==> src/shdl_pkg.sv <==
// Shared types and constants for the sync header length deframer.
`default_nettype none

package shdl_pkg;

  localparam int ID_WIDTH_DEFAULT = 16;
  localparam int FIELD_W = 16;

  localparam logic [7:0] SYNC_S = 8'h53;
  localparam logic [7:0] SYNC_C = 8'h43;

  localparam logic [FIELD_W-1:0] MAX_BODY_LEN_RESET = 16'hFFFF;

  localparam logic KIND_HEADER = 1'b0;
  localparam logic KIND_BODY   = 1'b1;

  typedef enum logic [1:0] {
    PH_HUNT = 2'd0,
    PH_HDR  = 2'd1,
    PH_BODY = 2'd2,
    PH_DROP = 2'd3
  } phase_t;

  typedef struct packed {
    logic               kind;
    logic [FIELD_W-1:0] src_id;
    logic [FIELD_W-1:0] tgt_id;
    logic [FIELD_W-1:0] msg_len;
    logic [FIELD_W-1:0] deliver_len;
    logic [7:0]         data_byte;
    logic               last;
  } result_t;

endpackage

`default_nettype wire

==> src/sync_header_length_deframer_core.sv <==
// Top level of the sync header length deframer: config register, parser and result register.
//
//   channel   direction   transfer when          payload
//   in_       input       in_valid && !in_stall  in_rx_byte
//   out_      output      out_valid && !out_stall kind, ids, lengths, data_byte, last
//   cfg_      input       cfg_wr_en              cfg_wr_data (max_body_len)
//
// One byte is taken every cycle unless the input is stalled; the parser updates its state in the same cycle
// and a result appears in the output register in the cycle after its input transfer.
// Input is stalled only while the output register holds a result that is stalled.
// Reset returns the parser to the sync hunt and sets max_body_len to 65535.
// max_body_len is sampled when a header completes.
`default_nettype none

module sync_header_length_deframer_core #(
  parameter int ID_WIDTH = shdl_pkg::ID_WIDTH_DEFAULT
) (
  input  wire logic                          clk,
  input  wire logic                          rst_n,
  input  wire logic                          in_valid,
  output logic                               in_stall,
  input  wire logic [7:0]                    in_rx_byte,
  output logic                               out_valid,
  input  wire logic                          out_stall,
  output logic                               out_kind,
  output logic [shdl_pkg::FIELD_W-1:0]       out_src_id,
  output logic [shdl_pkg::FIELD_W-1:0]       out_tgt_id,
  output logic [shdl_pkg::FIELD_W-1:0]       out_msg_len,
  output logic [shdl_pkg::FIELD_W-1:0]       out_deliver_len,
  output logic [7:0]                         out_data_byte,
  output logic                               out_last,
  input  wire logic                          cfg_wr_en,
  input  wire logic [shdl_pkg::FIELD_W-1:0]  cfg_wr_data
);

  logic [shdl_pkg::FIELD_W-1:0] max_body_len_r;
  logic                         out_valid_r, out_valid_nxt;
  shdl_pkg::result_t            res_r;
  shdl_pkg::result_t            res;
  logic                         res_valid;
  logic                         in_xfer;

  assign in_stall = out_valid_r && out_stall;
  assign in_xfer  = in_valid && !in_stall;

  shdl_parser #(
    .ID_WIDTH (ID_WIDTH)
  ) u_parser (
    .clk          (clk),
    .rst_n        (rst_n),
    .step         (in_xfer),
    .rx_byte      (in_rx_byte),
    .max_body_len (max_body_len_r),
    .res_valid    (res_valid),
    .res          (res)
  );

  always_comb begin
    out_valid_nxt = out_valid_r;
    if (in_xfer) begin
      out_valid_nxt = res_valid;
    end else if (!out_stall) begin
      out_valid_nxt = 1'b0;
    end
  end

  always_ff @(posedge clk) begin
    if (!rst_n) begin
      max_body_len_r <= shdl_pkg::MAX_BODY_LEN_RESET;
      out_valid_r    <= 1'b0;
    end else begin
      if (cfg_wr_en) begin
        max_body_len_r <= cfg_wr_data;
      end
      out_valid_r <= out_valid_nxt;
    end
  end

  always_ff @(posedge clk) begin
    if (in_xfer && res_valid) begin
      res_r <= res;
    end
  end

  assign out_valid       = out_valid_r;
  assign out_kind        = res_r.kind;
  assign out_src_id      = res_r.src_id;
  assign out_tgt_id      = res_r.tgt_id;
  assign out_msg_len     = res_r.msg_len;
  assign out_deliver_len = res_r.deliver_len;
  assign out_data_byte   = res_r.data_byte;
  assign out_last        = res_r.last;

endmodule

`default_nettype wire

==> src/shdl_parser.sv <==
// Frame parser: sync hunt, header capture, body forwarding and surplus discard.
`default_nettype none

module shdl_parser #(
  parameter int ID_WIDTH = shdl_pkg::ID_WIDTH_DEFAULT
) (
  input  wire logic                           clk,
  input  wire logic                           rst_n,
  input  wire logic                           step,
  input  wire logic [7:0]                     rx_byte,
  input  wire logic [shdl_pkg::FIELD_W-1:0]   max_body_len,
  output logic                                res_valid,
  output shdl_pkg::result_t                   res
);

  localparam int ID_BYTES  = (ID_WIDTH + 7) / 8;
  localparam int HDR_BYTES = 2 * ID_BYTES + 2;
  localparam int IDX_W     = $clog2(HDR_BYTES);
  localparam int OUT_W     = (ID_WIDTH < shdl_pkg::FIELD_W) ? ID_WIDTH : shdl_pkg::FIELD_W;
  localparam int HELD_W    = 8 * ID_BYTES;

  shdl_pkg::phase_t phase_r, phase_nxt;
  logic                           saw_s_r, saw_s_nxt;
  logic [IDX_W-1:0]               idx_r, idx_nxt;
  logic [HELD_W-1:0]              src_r, src_nxt;
  logic [HELD_W-1:0]              tgt_r, tgt_nxt;
  logic [shdl_pkg::FIELD_W-1:0]   len_r, len_nxt;
  logic [shdl_pkg::FIELD_W-1:0]   deliver_r, deliver_nxt;
  logic [shdl_pkg::FIELD_W-1:0]   count_r, count_nxt;

  logic                           hdr_done;
  logic [shdl_pkg::FIELD_W-1:0]   len_full;
  logic [shdl_pkg::FIELD_W-1:0]   deliver_calc;
  logic [shdl_pkg::FIELD_W-1:0]   count_inc;
  logic                           body_end;
  logic                           drop_end;
  logic [shdl_pkg::FIELD_W-1:0]   src_out;
  logic [shdl_pkg::FIELD_W-1:0]   tgt_out;

  assign hdr_done     = (idx_r == IDX_W'(HDR_BYTES - 1));
  assign len_full     = {rx_byte, len_r[7:0]};
  assign deliver_calc = (len_full < max_body_len) ? len_full : max_body_len;
  assign count_inc    = count_r + 16'd1;
  assign body_end     = (count_inc >= deliver_r);
  assign drop_end     = (count_inc >= len_r);

  // The ids are masked to the smaller of ID_WIDTH and 16 bits and presented on 16-bit fields.
  always_comb begin
    src_out = '0;
    tgt_out = '0;
    src_out[OUT_W-1:0] = src_r[OUT_W-1:0];
    tgt_out[OUT_W-1:0] = tgt_r[OUT_W-1:0];
  end

  always_comb begin
    phase_nxt = phase_r;
    if (step) begin
      unique case (phase_r)
        shdl_pkg::PH_HUNT: begin
          if (saw_s_r && (rx_byte == shdl_pkg::SYNC_C)) begin
            phase_nxt = shdl_pkg::PH_HDR;
          end
        end
        shdl_pkg::PH_HDR: begin
          if (hdr_done) begin
            if (len_full == '0) begin
              phase_nxt = shdl_pkg::PH_HUNT;
            end else if (deliver_calc == '0) begin
              phase_nxt = shdl_pkg::PH_DROP;
            end else begin
              phase_nxt = shdl_pkg::PH_BODY;
            end
          end
        end
        shdl_pkg::PH_BODY: begin
          if (body_end) begin
            phase_nxt = (len_r > deliver_r) ? shdl_pkg::PH_DROP : shdl_pkg::PH_HUNT;
          end
        end
        shdl_pkg::PH_DROP: begin
          if (drop_end) begin
            phase_nxt = shdl_pkg::PH_HUNT;
          end
        end
        default: phase_nxt = shdl_pkg::PH_HUNT;
      endcase
    end
  end

  always_comb begin
    saw_s_nxt   = saw_s_r;
    idx_nxt     = idx_r;
    src_nxt     = src_r;
    tgt_nxt     = tgt_r;
    len_nxt     = len_r;
    deliver_nxt = deliver_r;
    count_nxt   = count_r;
    if (step) begin
      case (phase_r)
        shdl_pkg::PH_HUNT: begin
          saw_s_nxt = (rx_byte == shdl_pkg::SYNC_S);
          idx_nxt   = '0;
        end
        shdl_pkg::PH_HDR: begin
          for (int j = 0; j < ID_BYTES; j++) begin
            if (idx_r == IDX_W'(j)) begin
              src_nxt[8*j +: 8] = rx_byte;
            end
            if (idx_r == IDX_W'(ID_BYTES + j)) begin
              tgt_nxt[8*j +: 8] = rx_byte;
            end
          end
          if (idx_r == IDX_W'(2 * ID_BYTES)) begin
            len_nxt[7:0] = rx_byte;
          end
          if (hdr_done) begin
            len_nxt     = len_full;
            deliver_nxt = deliver_calc;
            count_nxt   = '0;
            idx_nxt     = '0;
          end else begin
            idx_nxt = idx_r + IDX_W'(1);
          end
        end
        default: begin
          count_nxt = count_inc;
        end
      endcase
    end
  end

  always_comb begin
    res_valid       = 1'b0;
    res.kind        = shdl_pkg::KIND_BODY;
    res.src_id      = src_out;
    res.tgt_id      = tgt_out;
    res.msg_len     = len_r;
    res.deliver_len = deliver_r;
    res.data_byte   = rx_byte;
    res.last        = body_end;
    unique case (phase_r)
      shdl_pkg::PH_HDR: begin
        res_valid       = step && hdr_done;
        res.kind        = shdl_pkg::KIND_HEADER;
        res.msg_len     = len_full;
        res.deliver_len = deliver_calc;
        res.data_byte   = '0;
        res.last        = (deliver_calc == '0);
      end
      shdl_pkg::PH_BODY: begin
        res_valid = step;
      end
      default: begin
        res_valid = 1'b0;
      end
    endcase
  end

  always_ff @(posedge clk) begin
    if (!rst_n) begin
      phase_r   <= shdl_pkg::PH_HUNT;
      saw_s_r   <= 1'b0;
      idx_r     <= '0;
      len_r     <= '0;
      deliver_r <= '0;
      count_r   <= '0;
    end else begin
      phase_r   <= phase_nxt;
      saw_s_r   <= saw_s_nxt;
      idx_r     <= idx_nxt;
      len_r     <= len_nxt;
      deliver_r <= deliver_nxt;
      count_r   <= count_nxt;
    end
  end

  always_ff @(posedge clk) begin
    src_r <= src_nxt;
    tgt_r <= tgt_nxt;
  end

endmodule

`default_nettype wire
==> config.mk <==
export PLATFORM = sky130hd
export DESIGN_NAME = sync_header_length_deframer_core
export DESIGN_NICKNAME = d
export VERILOG_FILES = /design/src/shdl_pkg.sv /design/src/sync_header_length_deframer_core.sv /design/src/shdl_parser.sv
export SDC_FILE = /design/constraint.sdc
export NUM_CORES = 1
export LEC_CHECK = 0
export ABC_CLOCK_PERIOD_IN_PS = 5700
export BUFFER_PORTS_ARGS = -buffer_cell sky130_fd_sc_hd__buf_2
export CORE_ASPECT_RATIO = 1.1
export CORE_UTILIZATION = 50
export DETAILED_ROUTE_END_ITERATION = 7
export GPL_TIMING_DRIVEN = 1
export PLACE_DENSITY = 0.7
export SYNTH_ARGS = -nofsm -noshare
export SYNTH_HDL_FRONTEND = slang
export SYNTH_SLANG_ARGS = --single-unit
==> constraint.sdc <==
create_clock -name clk -period 5.7 [get_ports clk]
set_input_delay 1.14 -clock clk [delete_from_list [all_inputs] [get_ports clk]]
set_output_delay 1.14 -clock clk [all_outputs]
set_load 0.01 [all_outputs]
==> impl_metrics.py, run 1 <==
metrics = {
    "routing": {
        "routed_wl_um": 20000,
        "drt-initial-drc-count": 509,
        "antenna_left": 0,
        "detail_route.wl_per_cell_um": 18.2,
        "drc_errors": 11,
        "route.vias.total": 6429,
        "route.detailed.vias_per_inst": 5.86,
        "detail_route.first_pass.iterations": 7,
    },
    "critical_path": {
        "worst_path_dominant_cell_family": "simple AND/OR/NAND/NOR gates",
        "chain_of_cells_forming_the_critical_path": "ha_1 > nand4_1 > nor4_2 > nand3_1 > xnor2_1 > ha_1 > nand4_1 > nor2_1 > o21ai_0 > o211ai_1 > o2111ai_1 > o32ai_1",
        "worstPathRequired_ns": 6.05,
        "path_depth": 12,
        "critPathCapture": "u_parser.phase_r[1]",
        "slowest_delay_ns": 0.56,
        "cp_slowest_cell": "nor4_2",
        "reg2reg_depth": 12,
        "r2r_end": "u_parser.phase_r[1]",
        "critPathCaptureType": "register",
        "cp_data_arrival_time_ns": 3.68,
        "timing_worst_setup_path_type": "register to register",
        "critical_path.startpoint": "u_parser.count_r[0]",
        "critical_path.max_fanout": 7,
        "regToRegSetupSlack_ns": 2.37,
        "number_of_buffer_and_inverter_stages_on_the_critical_path": 0,
        "critical_path.startpoint_type": "register",
        "rr_startpoint": "u_parser.count_r[0]",
    },
    "cts": {
        "numCtsBuffers": 17,
        "cts_sinks": 177,
        "ctsLongestPathBuffers": 2,
        "clock_tree.htree_level_count": 4,
        "clock_latency_ns": 0.44,
        "hold_buffers": 0,
        "post-cts-setup-buffers": 0,
        "clk_pin_slew_worst_paths_ns": 0.07,
        "cts_root_buffer": "clkbuf_16",
        "postCtsResizedCells": 0,
        "tritoncts": "yes",
    },
    "timing": {
        "final_min_period_over_clock_period_pct": 58.4,
        "maxSlewHeadroom_pct": 23.2,
        "worst_setup_skew_after_layout_ns": 0.00934,
        "final.setup.tns_ns": 0,
        "clock.fmax_ghz": 0.301,
        "report.final.slew_viol_count": 0,
        "tightestPinTransition_ns": 1.15,
        "fin_hold_ws_ns": 0.418,
        "unrepaired_setup_endpoints_after_global_routing": "no",
        "minimum_period_implied_by_the_final_worst_setup_slack_ns": 3.33,
        "hold_viol": 0,
        "final-setup-viol-count": 0,
    },
    "power_and_ir_drop": {
        "net-switching-power_mw": 0.627,
        "share_of_power_burned_in_combinational_logic_pct": 4.5,
        "internal_power_mw": 2.05,
        "ir_drop_mv": 0.214,
        "clock_power_share_pct": 44.7,
        "power.share.switching_pct": 23.4,
        "leakagePower_nw": 3.69,
        "seq_power_share_pct": 50.8,
        "p_per_area_mw_per_mm2": 276,
    },
    "synthesis": {
        "number_of_nets_in_the_synthesized_netlist": 885,
        "synth_top_cells_by_area": "edfxtp_1 38%, dfxtp_1 17%, ha_1 10%",
        "synthesis.area_per_instance_um2": 10.7,
        "synth-seq-area-share_pct": 54.8,
        "synthMostInstantiatedCell": "edfxtp_1",
        "yosysTopAreaCell": "edfxtp_1",
        "dominantRegCellSynth": "edfxtp_1",
        "synth.ff_latch_count": 177,
        "number_of_synthesized_flops_with_an_enable_pin": 106,
        "yosys.cell_types.count": 53,
        "synthesis.area_mm2": 0.00840,
        "synth_warnings": 0,
        "postSynth.asyncResetShare_pct": 0,
        "netlist_instances": 787,
        "synth_common_cells": "106 x edfxtp_1, 71 x dfxtp_1, 69 x ha_1",
        "post-synth-top-area-fraction_pct": 37.9,
    },
    "grt": {
        "antenna_found_initial": 0,
        "global_route_wire_length_before_repair_um": 31200,
        "grt.overflow.total": 0,
        "grt_start_max_net_pins": 78,
        "grt_pass1_vias": 5825,
        "grt_util_all_layers_pct": 23.8,
    },
    "placement": {
        "place.port_buffers": 104,
        "hpwlAfterDp_um": 13200,
        "place_congestion": 0.900,
        "placed_cell_area_mm2": 0.00909,
    },
    "run_status": {
        "run_status": "finished, violations left",
        "failing_checks": "design-rule violations",
    },
    "floorplan": {
        "number_of_rows_in_the_core_area": 49,
        "die_width_um": 126,
        "floorplan_die_height_um": 138,
        "floorplan.die_area_mm2": 0.0173,
        "initial_core_util_pct": 51.3,
        "fp.coreArea_mm2": 0.0164,
        "floorplan.io_pins": 105,
    },
    "final_layout": {
        "post_route_cells_drive_above_1_share_pct": 16.7,
        "design.final.nets": 978,
        "layout.core_utilization_pct": 59.2,
        "ant_diodes": 0,
        "final_area_mm2": 0.00969,
        "synthToLayoutAreaGrowth_pct": 15.4,
    },
    "worst_hold_path": {
        "worstHoldPathType": "register to register",
    },
    "flow_run": {
        "drv.max_cap_violation_count": 0,
    },
}
-- kinds of logic after synthesis --
group           after synthesis  share of synthesized area [%]
simple gates                223                           13.1
flops                       177                           54.8
buf+inv                      92                           4.24
fa+ha+maj                    69                           10.3
compound gates              202                           14.9
mux                          10                           1.19
xor+xnor                     14                           1.46
-- worst register-to-register path: stages (launching register included) --
cell,delay (ns)
dfxtp_1,0.45
ha_1,0.29
nand4_1,0.18
nor4_2,0.56
nand3_1,0.19
xnor2_1,0.19
ha_1,0.31
nand4_1,0.13
nor2_1,0.16
o21ai_0,0.12
o211ai_1,0.28
o2111ai_1,0.15
o32ai_1,0.23
-- power groups by stage --
stage | Combinational, mW | Sequential (mW) | Clock [mW]
6_report | 0.121 | 1.36 | 1.20
5_1_grt | 0.130 | 1.36 | 1.26
4_1_cts | 0.119 | 1.36 | 1.20
3_5_place_dp | 0.118 | 1.39 | 0
3_3_place_gp | 0.117 | 1.39 | 0
2_1_floorplan | 0.0747 | 1.39 | 0
-- placed cells by master, fill, tap and decap left out, types with 3 or more instances in the layout --
| cell | synthesis | layout |
|---|---|---|
| xor2_1 | 4 | 4 |
| nand3_1 | 33 | 33 |
| buf_4 | 2 | 5 |
| and4_1 | 4 | 4 |
| o211ai_1 | 19 | 19 |
| nand3b_1 | 3 | 3 |
| edfxtp_1 | 106 | 106 |
| a21oi_1 | 52 | 52 |
| clkbuf_16 | 0 | 17 |
| xnor2_1 | 10 | 10 |
| o21ai_1 | 7 | 7 |
| o21ai_0 | 58 | 58 |
| nor4_1 | 8 | 8 |
| nor3_1 | 3 | 3 |
| nand4_1 | 13 | 13 |
| a31oi_1 | 38 | 38 |
| dfxtp_1 | 71 | 71 |
| and3_1 | 9 | 9 |
| or4_1 | 3 | 3 |
| nand2_1 | 63 | 63 |
| a21o_1 | 5 | 5 |
| ha_1 | 69 | 68 |
| inv_6 | 0 | 4 |
| nor2b_1 | 12 | 12 |
| inv_8 | 0 | 3 |
| or3_1 | 9 | 9 |
| buf_2 | 1 | 104 |
| nor2_1 | 54 | 54 |
| mux2i_1 | 10 | 10 |
| a211oi_1 | 6 | 6 |
| inv_1 | 57 | 57 |
-- metal layers --
layer | share of wire [%] | wire [um] | vias up | track usage (%)
li1 | - | - | 3092 | -
met1 | 43 | 8640 | 3037 | 30.4
met2 | 48 | 9660 | 262 | 40.1
met3 | 6.2 | 1230 | 38 | 4.82
met4 | 2.2 | 437 | 0 | 9.21
met5 | 0 | 0 | - | 0
-- sequential cells by signal, indices dropped and copies added, names as in the netlist --
signal,count
out_src_id,16
u_parser.src_out,16
u_parser.idx_r,3
u_parser.saw_s_r,1
u_parser.count_r,16
max_body_len_r,16
out_msg_len,16
out_last,1
u_parser.phase_r,2
out_deliver_len,16
out_valid,1
u_parser.len_r,16
out_tgt_id,16
out_data_byte,8
u_parser.tgt_out,16
u_parser.deliver_r,16
out_kind,1
-- layout make-up --
type,instances,area (um^2)
clock inverters,14,173
inverters,57,214
clock buffers,18,429
flip-flops and latches,177,4600
repair buffers,109,558
multi-input cells,518,3460
fillers,1338,6680
well taps,204,255
-- worst min-delay path by stage --
| stage | start | end | slack, ns | cells after the start |
|---|---|---|---|---|
| finish | u_parser.src_out[7] | out_src_id[7] | 0.42 | 0 |
| global route | u_parser.src_out[9] | out_src_id[9] | 0.43 | 0 |
| CTS | u_parser.src_out[7] | out_src_id[7] | 0.42 | 0 |
| detailed placement | u_parser.src_out[4] | out_src_id[4] | 0.40 | 0 |
| global placement | u_parser.tgt_out[12] | out_tgt_id[12] | 0.40 | 0 |
| floorplan | u_parser.src_out[0] | out_src_id[0] | 0.40 | 0 |
-- stage by stage --
stage / instances / setup WS [ns] / power (mW)
floorplan: 787 / 1.44 / 1.46
global placement: 1065 / 2.09 / 1.51
detailed placement: 1065 / 2.07 / 1.51
CTS: 1097 / 2.36 / 2.68
global route: 1097 / 2.05 / 2.75
finish: 1097 / 2.37 / 2.68
(Power assumes the default switching activity.)
==> run 2: changes to the inputs <==
- ABC_AREA: unset -> 1
- ABC_CLOCK_PERIOD_IN_PS: 5700 -> 3100
- clock period: 5.7 -> 3.1 ns (I/O delays scaled with it)
==> impl_metrics.py, run 2 <==
metrics = {
    "grt": {
        "grt_util_met1_pct": 29.7,
        "use_met3_pct": 4.81,
        "global_route_wire_length_before_repair_um": 31600,
        "antenna_found_initial": 0,
        "grt_pass1_vias": 6096,
        "grt.overflow.total": 0,
        "gr-max-usage-layer": "met2",
        "gr-usage-met2_pct": 42.1,
        "grt_start_max_net_pins": 58,
        "grt_util_all_layers_pct": 24.5,
    },
    "critical_path": {
        "critPathCaptureType": "register",
        "critical_path.startpoint_type": "register",
        "timing_worst_setup_path_type": "register to register",
        "critical_path.max_fanout": 4,
        "worstPathRequired_ns": 3.48,
        "cp_data_arrival_time_ns": 3.51,
    },
    "power_and_ir_drop": {
        "share_of_power_burned_in_combinational_logic_pct": 7.9,
        "leakagePower_nw": 4.41,
        "report.power.total_mw": 5.17,
        "seq_power_share_pct": 49.2,
        "power.share.switching_pct": 24.8,
        "ir_drop_mv": 0.364,
        "p_per_area_mw_per_mm2": 524,
        "internal_power_mw": 3.89,
        "net-switching-power_mw": 1.28,
        "clock_power_share_pct": 42.8,
    },
    "synthesis": {
        "synth_common_cells": "147 x nand2_1, 112 x inv_1, 106 x edfxtp_1",
        "synth_warnings": 0,
        "yosys.cell_types.count": 31,
        "number_of_synthesized_flops_with_an_enable_pin": 106,
        "synthesis.area_per_instance_um2": 9.66,
        "synthMostInstantiatedCell": "nand2_1",
        "netlist_instances": 854,
        "yosysTopAreaCell": "edfxtp_1",
        "synth.ff_latch_count": 177,
        "dominantRegCellSynth": "edfxtp_1",
        "synth-seq-area-share_pct": 55.8,
        "postSynth.asyncResetShare_pct": 0,
        "post-synth-top-area-fraction_pct": 38.6,
        "synthesis.area_mm2": 0.00825,
        "number_of_nets_in_the_synthesized_netlist": 952,
        "synth_top_cells_by_area": "edfxtp_1 39%, dfxtp_1 17%, ha_1 10%",
    },
    "final_layout": {
        "layout.cells.most_common": "nand2_1",
        "layout.core_utilization_pct": 62.1,
        "post_route_cells_drive_above_1_share_pct": 20.4,
        "synthToLayoutAreaGrowth_pct": 19.8,
        "ant_diodes": 0,
        "layout.cells.most_common_list": "146 x nand2_1, 111 x inv_1, 106 x edfxtp_1",
        "design.final.nets": 1083,
    },
    "placement": {
        "hpwlAfterDp_um": 14600,
        "place_congestion": 0.917,
        "place.port_buffers": 104,
    },
    "timing": {
        "minimum_period_implied_by_the_final_worst_setup_slack_ns": 3.13,
        "unrepaired_setup_endpoints_after_global_routing": "yes",
        "final-setup-viol-count": 2,
        "maxSlewHeadroom_pct": 57.0,
        "worst_setup_skew_after_layout_ns": 0.0108,
        "final.setup.tns_ns": -0.0415,
        "tightestPinTransition_ns": 0.643,
        "hold_viol": 0,
        "final_min_period_over_clock_period_pct": 101,
        "report.final.slew_viol_count": 0,
        "clock.fmax_ghz": 0.320,
        "fin_hold_ws_ns": 0.400,
        "layout_setup_ws_ns": -0.0289,
    },
    "routing": {
        "drc_errors": 0,
        "route.vias.total": 6433,
        "route.detailed.vias_per_inst": 5.37,
        "drt-initial-drc-count": 426,
        "detail_route.wl_per_cell_um": 16.8,
        "antenna_left": 0,
        "routed_wl_um": 20100,
        "detail_route.first_pass.iterations": 5,
    },
    "run_status": {
        "failing_checks": "negative setup slack",
        "run_status": "finished, violations left",
    },
    "cts": {
        "numCtsBuffers": 17,
        "hold_buffers": 0,
        "cts_sinks": 177,
        "clk_pin_slew_worst_paths_ns": 0.07,
        "clock_latency_ns": 0.44,
        "clock_tree.htree_level_count": 4,
        "ctsLongestPathBuffers": 2,
        "cts_root_buffer": "clkbuf_16",
        "tritoncts": "yes",
    },
    "floorplan": {
        "floorplan.die_area_mm2": 0.0170,
        "floorplan.io_pins": 105,
        "die_width_um": 124,
        "initial_core_util_pct": 51.8,
        "floorplan_die_height_um": 137,
        "number_of_rows_in_the_core_area": 48,
        "fp.coreArea_mm2": 0.0159,
    },
    "flow_run": {
        "drv.max_cap_violation_count": 0,
    },
    "worst_hold_path": {
        "worstHoldPathType": "input port to register",
    },
}
==> run 2: cell count changes in the layout (fill, tap and decap cells not counted), sizes merged, moves of 8 or more <==
cell | previous run | this run
nand2 | 64 | 150
inv | 64 | 124
a21oi | 52 | 102
a31oi | 38 | 0
buf | 109 | 138
o21ai | 65 | 86
o211ai | 19 | 5
nor2b | 12 | 0
nor2 | 54 | 43
mux2i | 10 | 0
and3 | 9 | 0
or3 | 9 | 0
nor3 | 3 | 11
==> run 2: area by class of cell <==
class	count	area, um^2
fill	1274	6040
sequential	177	4610
multi-input combinational	534	3180
timing repair buffer	138	788
clock buffer	19	443
inverter	117	439
tap	200	250
clock inverter	13	169
==> run 2: critical path, stage by stage (launching register included) <==
cell and delay [ns]:
dfxtp_1 0.34, nand2_2 0.07, nor2_4 0.12, nand3_2 0.08, nor3b_2 0.27, nand3_2 0.14
nor3b_4 0.24, nand4_2 0.15, xnor2_2 0.27, ha_1 0.29, nand2_1 0.09, inv_1 0.05
nand3_2 0.07, inv_1 0.06, a21oi_2 0.15, nand3_2 0.09, o211ai_1 0.29, nor2_1 0.10
nand3_1 0.10, nand2_1 0.05, inv_1 0.04
==> run 2: per-stage QoR <==
stage,cell area [um^2],cells,worst slack [ns]
after floorplan,8260,854,0.0366
after global placement,9170,1161,0.0788
after detailed placement,9170,1161,-0.0520
after CTS,9800,1194,0.00183
after global routing,9880,1198,-0.295
final,9880,1198,-0.0289
==> run 2: logic make-up (layout without fill, tap and decap cells) <==
group / count (synthesis) / after routing / synth area share (%)
simple gates: 254 / 254 / 13.3
flops: 177 / 177 / 55.8
fa+ha+maj: 69 / 69 / 10.5
buf+inv: 143 / 287 / 6.54
xor+xnor: 14 / 14 / 1.58
compound gates: 197 / 197 / 12.3
==> run 2: power by group through the flow <==
stage          logic, mW  registers, mW  clock network (mW)
2_1_floorplan      0.249           2.60                   0
3_3_place_gp       0.395           2.60                   0
3_5_place_dp       0.399           2.60                   0
4_1_cts            0.402           2.55                2.24
5_1_grt            0.455           2.55                2.33
6_report           0.409           2.55                2.22
==> run 2: metal layers <==
metal	part of all wire [%]	routed length [um]	vias to the layer above
li1	-	-	3174
met1	42	8540	2979
met2	48	9740	234
met3	5.7	1150	46
met4	3.5	713	0
met5	0	0	-
==> run 2: repair_timing <==
| item | in CTS | in global routing |
|---|---|---|
| buffers inserted | 1 | 4 |
| resized for setup | 4 | 13 |
| endpoints found under the setup margin | 2 | 3 |
| pin swaps | 2 | 17 |
| gates cloned | 0 | 0 |
==> run 2: path summary, 6_finish.rpt <==
check,start,to,slack (ns),cells past startpoint
max reg2reg,u_parser.count_r[2],u_parser.phase_r[0],-0.03,20
max,u_parser.count_r[2],u_parser.phase_r[0],-0.03,20
min reg2reg,u_parser.src_out[3],out_src_id[3],0.42,0
min,cfg_wr_data[0],max_body_len_r[0],0.40,3
==> run 3: changes to the inputs <==
- CTS_BUF_LIST: unset -> sky130_fd_sc_hd__clkbuf_8
==> impl_metrics.py, run 3 (synthesis gave the netlist of run 2 again) <==
metrics = {
    "timing": {
        "tightestPinTransition_ns": 0.664,
        "final_min_period_over_clock_period_pct": 98.2,
        "unrepaired_setup_endpoints_after_global_routing": "yes",
        "clock.fmax_ghz": 0.328,
        "minimum_period_implied_by_the_final_worst_setup_slack_ns": 3.04,
        "maxSlewHeadroom_pct": 55.6,
        "report.final.slew_viol_count": 0,
        "hold_viol": 0,
        "worst_setup_skew_after_layout_ns": 0.0120,
        "final.setup.tns_ns": 0,
        "final-setup-viol-count": 0,
    },
    "routing": {
        "detail_route.first_pass.iterations": 5,
        "antenna_left": 0,
        "routed_wl_um": 20000,
        "drc_errors": 0,
        "route.detailed.vias_per_inst": 5.30,
        "detail_route.wl_per_cell_um": 16.7,
        "route.vias.total": 6375,
        "drt-initial-drc-count": 422,
    },
    "final_layout": {
        "seqCellArea_mm2": 0.00461,
        "multi_input_comb_area_mm2": 0.00322,
        "layout.core_utilization_pct": 61.3,
        "final_area_mm2": 0.00976,
        "layout.cells.most_common": "nand2_1",
        "layout.cells.most_common_list": "146 x nand2_1, 112 x inv_1, 106 x edfxtp_1",
        "synthToLayoutAreaGrowth_pct": 18.4,
        "design.final.nets": 1088,
        "fill_cell_total_of_the_finished_layout": 1303,
        "post_route_cells_drive_above_1_share_pct": 21.1,
        "ant_diodes": 0,
    },
    "critical_path": {
        "critPathCaptureType": "register",
        "worstPathRequired_ns": 3.47,
        "cp_data_arrival_time_ns": 3.42,
        "timing_worst_setup_path_type": "register to register",
        "critical_path.max_fanout": 4,
        "reg2reg_depth": 18,
        "critical_path.startpoint_type": "register",
    },
    "flow_run": {
        "drv.max_cap_violation_count": 0,
    },
    "cts": {
        "cts_sinks": 177,
        "clk_pin_slew_worst_paths_ns": 0.10,
        "numCtsBuffers": 17,
        "clock_latency_ns": 0.47,
        "cts_root_buffer": "clkbuf_8",
        "tritoncts": "yes",
        "clock_tree.htree_level_count": 4,
        "hold_buffers": 0,
        "ctsLongestPathBuffers": 2,
    },
    "placement": {
        "place_congestion": 0.917,
        "placed_cell_area_mm2": 0.00917,
        "place.port_buffers": 104,
        "hpwlAfterDp_um": 14600,
    },
    "floorplan": {
        "floorplan_die_height_um": 137,
        "floorplan.io_pins": 105,
        "floorplan.die_area_mm2": 0.0170,
        "die_width_um": 124,
        "fp.coreArea_mm2": 0.0159,
        "number_of_rows_in_the_core_area": 48,
        "initial_core_util_pct": 51.8,
    },
    "power_and_ir_drop": {
        "p_per_area_mw_per_mm2": 474,
        "ir_drop_mv": 0.228,
        "leakagePower_nw": 4.37,
        "report.power.total_mw": 4.63,
    },
    "grt": {
        "grt_util_all_layers_pct": 24.2,
        "antenna_found_initial": 0,
        "global_route_wire_length_before_repair_um": 31400,
        "grt_start_max_net_pins": 58,
        "grt_pass1_vias": 6052,
        "grt.overflow.total": 0,
    },
    "worst_hold_path": {
        "worst_hold_path.num_cells": 3,
        "worstHoldPathType": "input port to register",
    },
    "run_status": {
        "run_status": "completed",
    },
}
-- run 3: what timing repair did --
action                                  in CTS  in global routing
endpoints found under the hold margin        0                  0
resized for setup                            3                 19
pin swaps                                    3                 22
buffers inserted                             2                  8
endpoints found under the setup margin       2                  3
-- run 3: worst max-delay path, stage by stage (launching register included) --
cell	delay [ns]
dfxtp_1	0.35
nand2_2	0.07
nor2_4	0.14
nand3_4	0.09
nor3b_4	0.21
nand3_2	0.13
nor3b_4	0.24
nand4_2	0.15
xnor2_2	0.27
ha_1	0.29
nand2_1	0.08
inv_1	0.05
nand3_2	0.07
inv_1	0.05
a21oi_2	0.12
nand3_2	0.08
o211ai_1	0.30
a21oi_1	0.12
o21a_1	0.12
-- run 3: stage by stage --
step                      std cells  hold slack, ns  setup WS [ns]
after floorplan                 854           0.400         0.0366
after global placement         1161           0.402         0.0788
after detailed placement       1161           0.405        -0.0520
after CTS                      1195           0.344         0.0104
after global routing           1203           0.370         -0.200
final                          1203           0.363         0.0555
-- run 3: power by group --
part	total (mW)	switching (mW)	internal [mW]
combinational	0.406	0.282	0.123
sequential	2.55	0.0238	2.52
clock	1.67	0.905	0.769
-- run 3: layout make-up --
type	instances	area share, %
Clock inverter	14	1.77
Tap cell	200	2.56
Multi-Input combinational cell	534	33.0
Timing Repair Buffer	143	8.46
Inverter	117	4.50
Clock buffer	18	2.54
Sequential cell	177	47.2
-- run 3: final timing paths --
check	start	end	slack, ns
setup / recovery	u_parser.count_r[2]	u_parser.phase_r[1]	0.06
hold / removal	cfg_wr_data[0]	max_body_len_r[0]	0.36
setup reg to reg	u_parser.count_r[2]	u_parser.phase_r[1]	0.06
hold reg to reg	u_parser.src_out[6]	out_src_id[6]	0.42
-- run 3: layer usage --
| metal | global-route usage, % | up-vias | share of wire (%) |
|---|---|---|---|
| met5 | 0 | - | 0 |
| met2 | 40.9 | 190 | 47 |
| met1 | 29.4 | 2956 | 43 |
| met4 | 12.7 | 0 | 4.3 |
| li1 | - | 3180 | - |
| met3 | 5.00 | 49 | 5.5 |
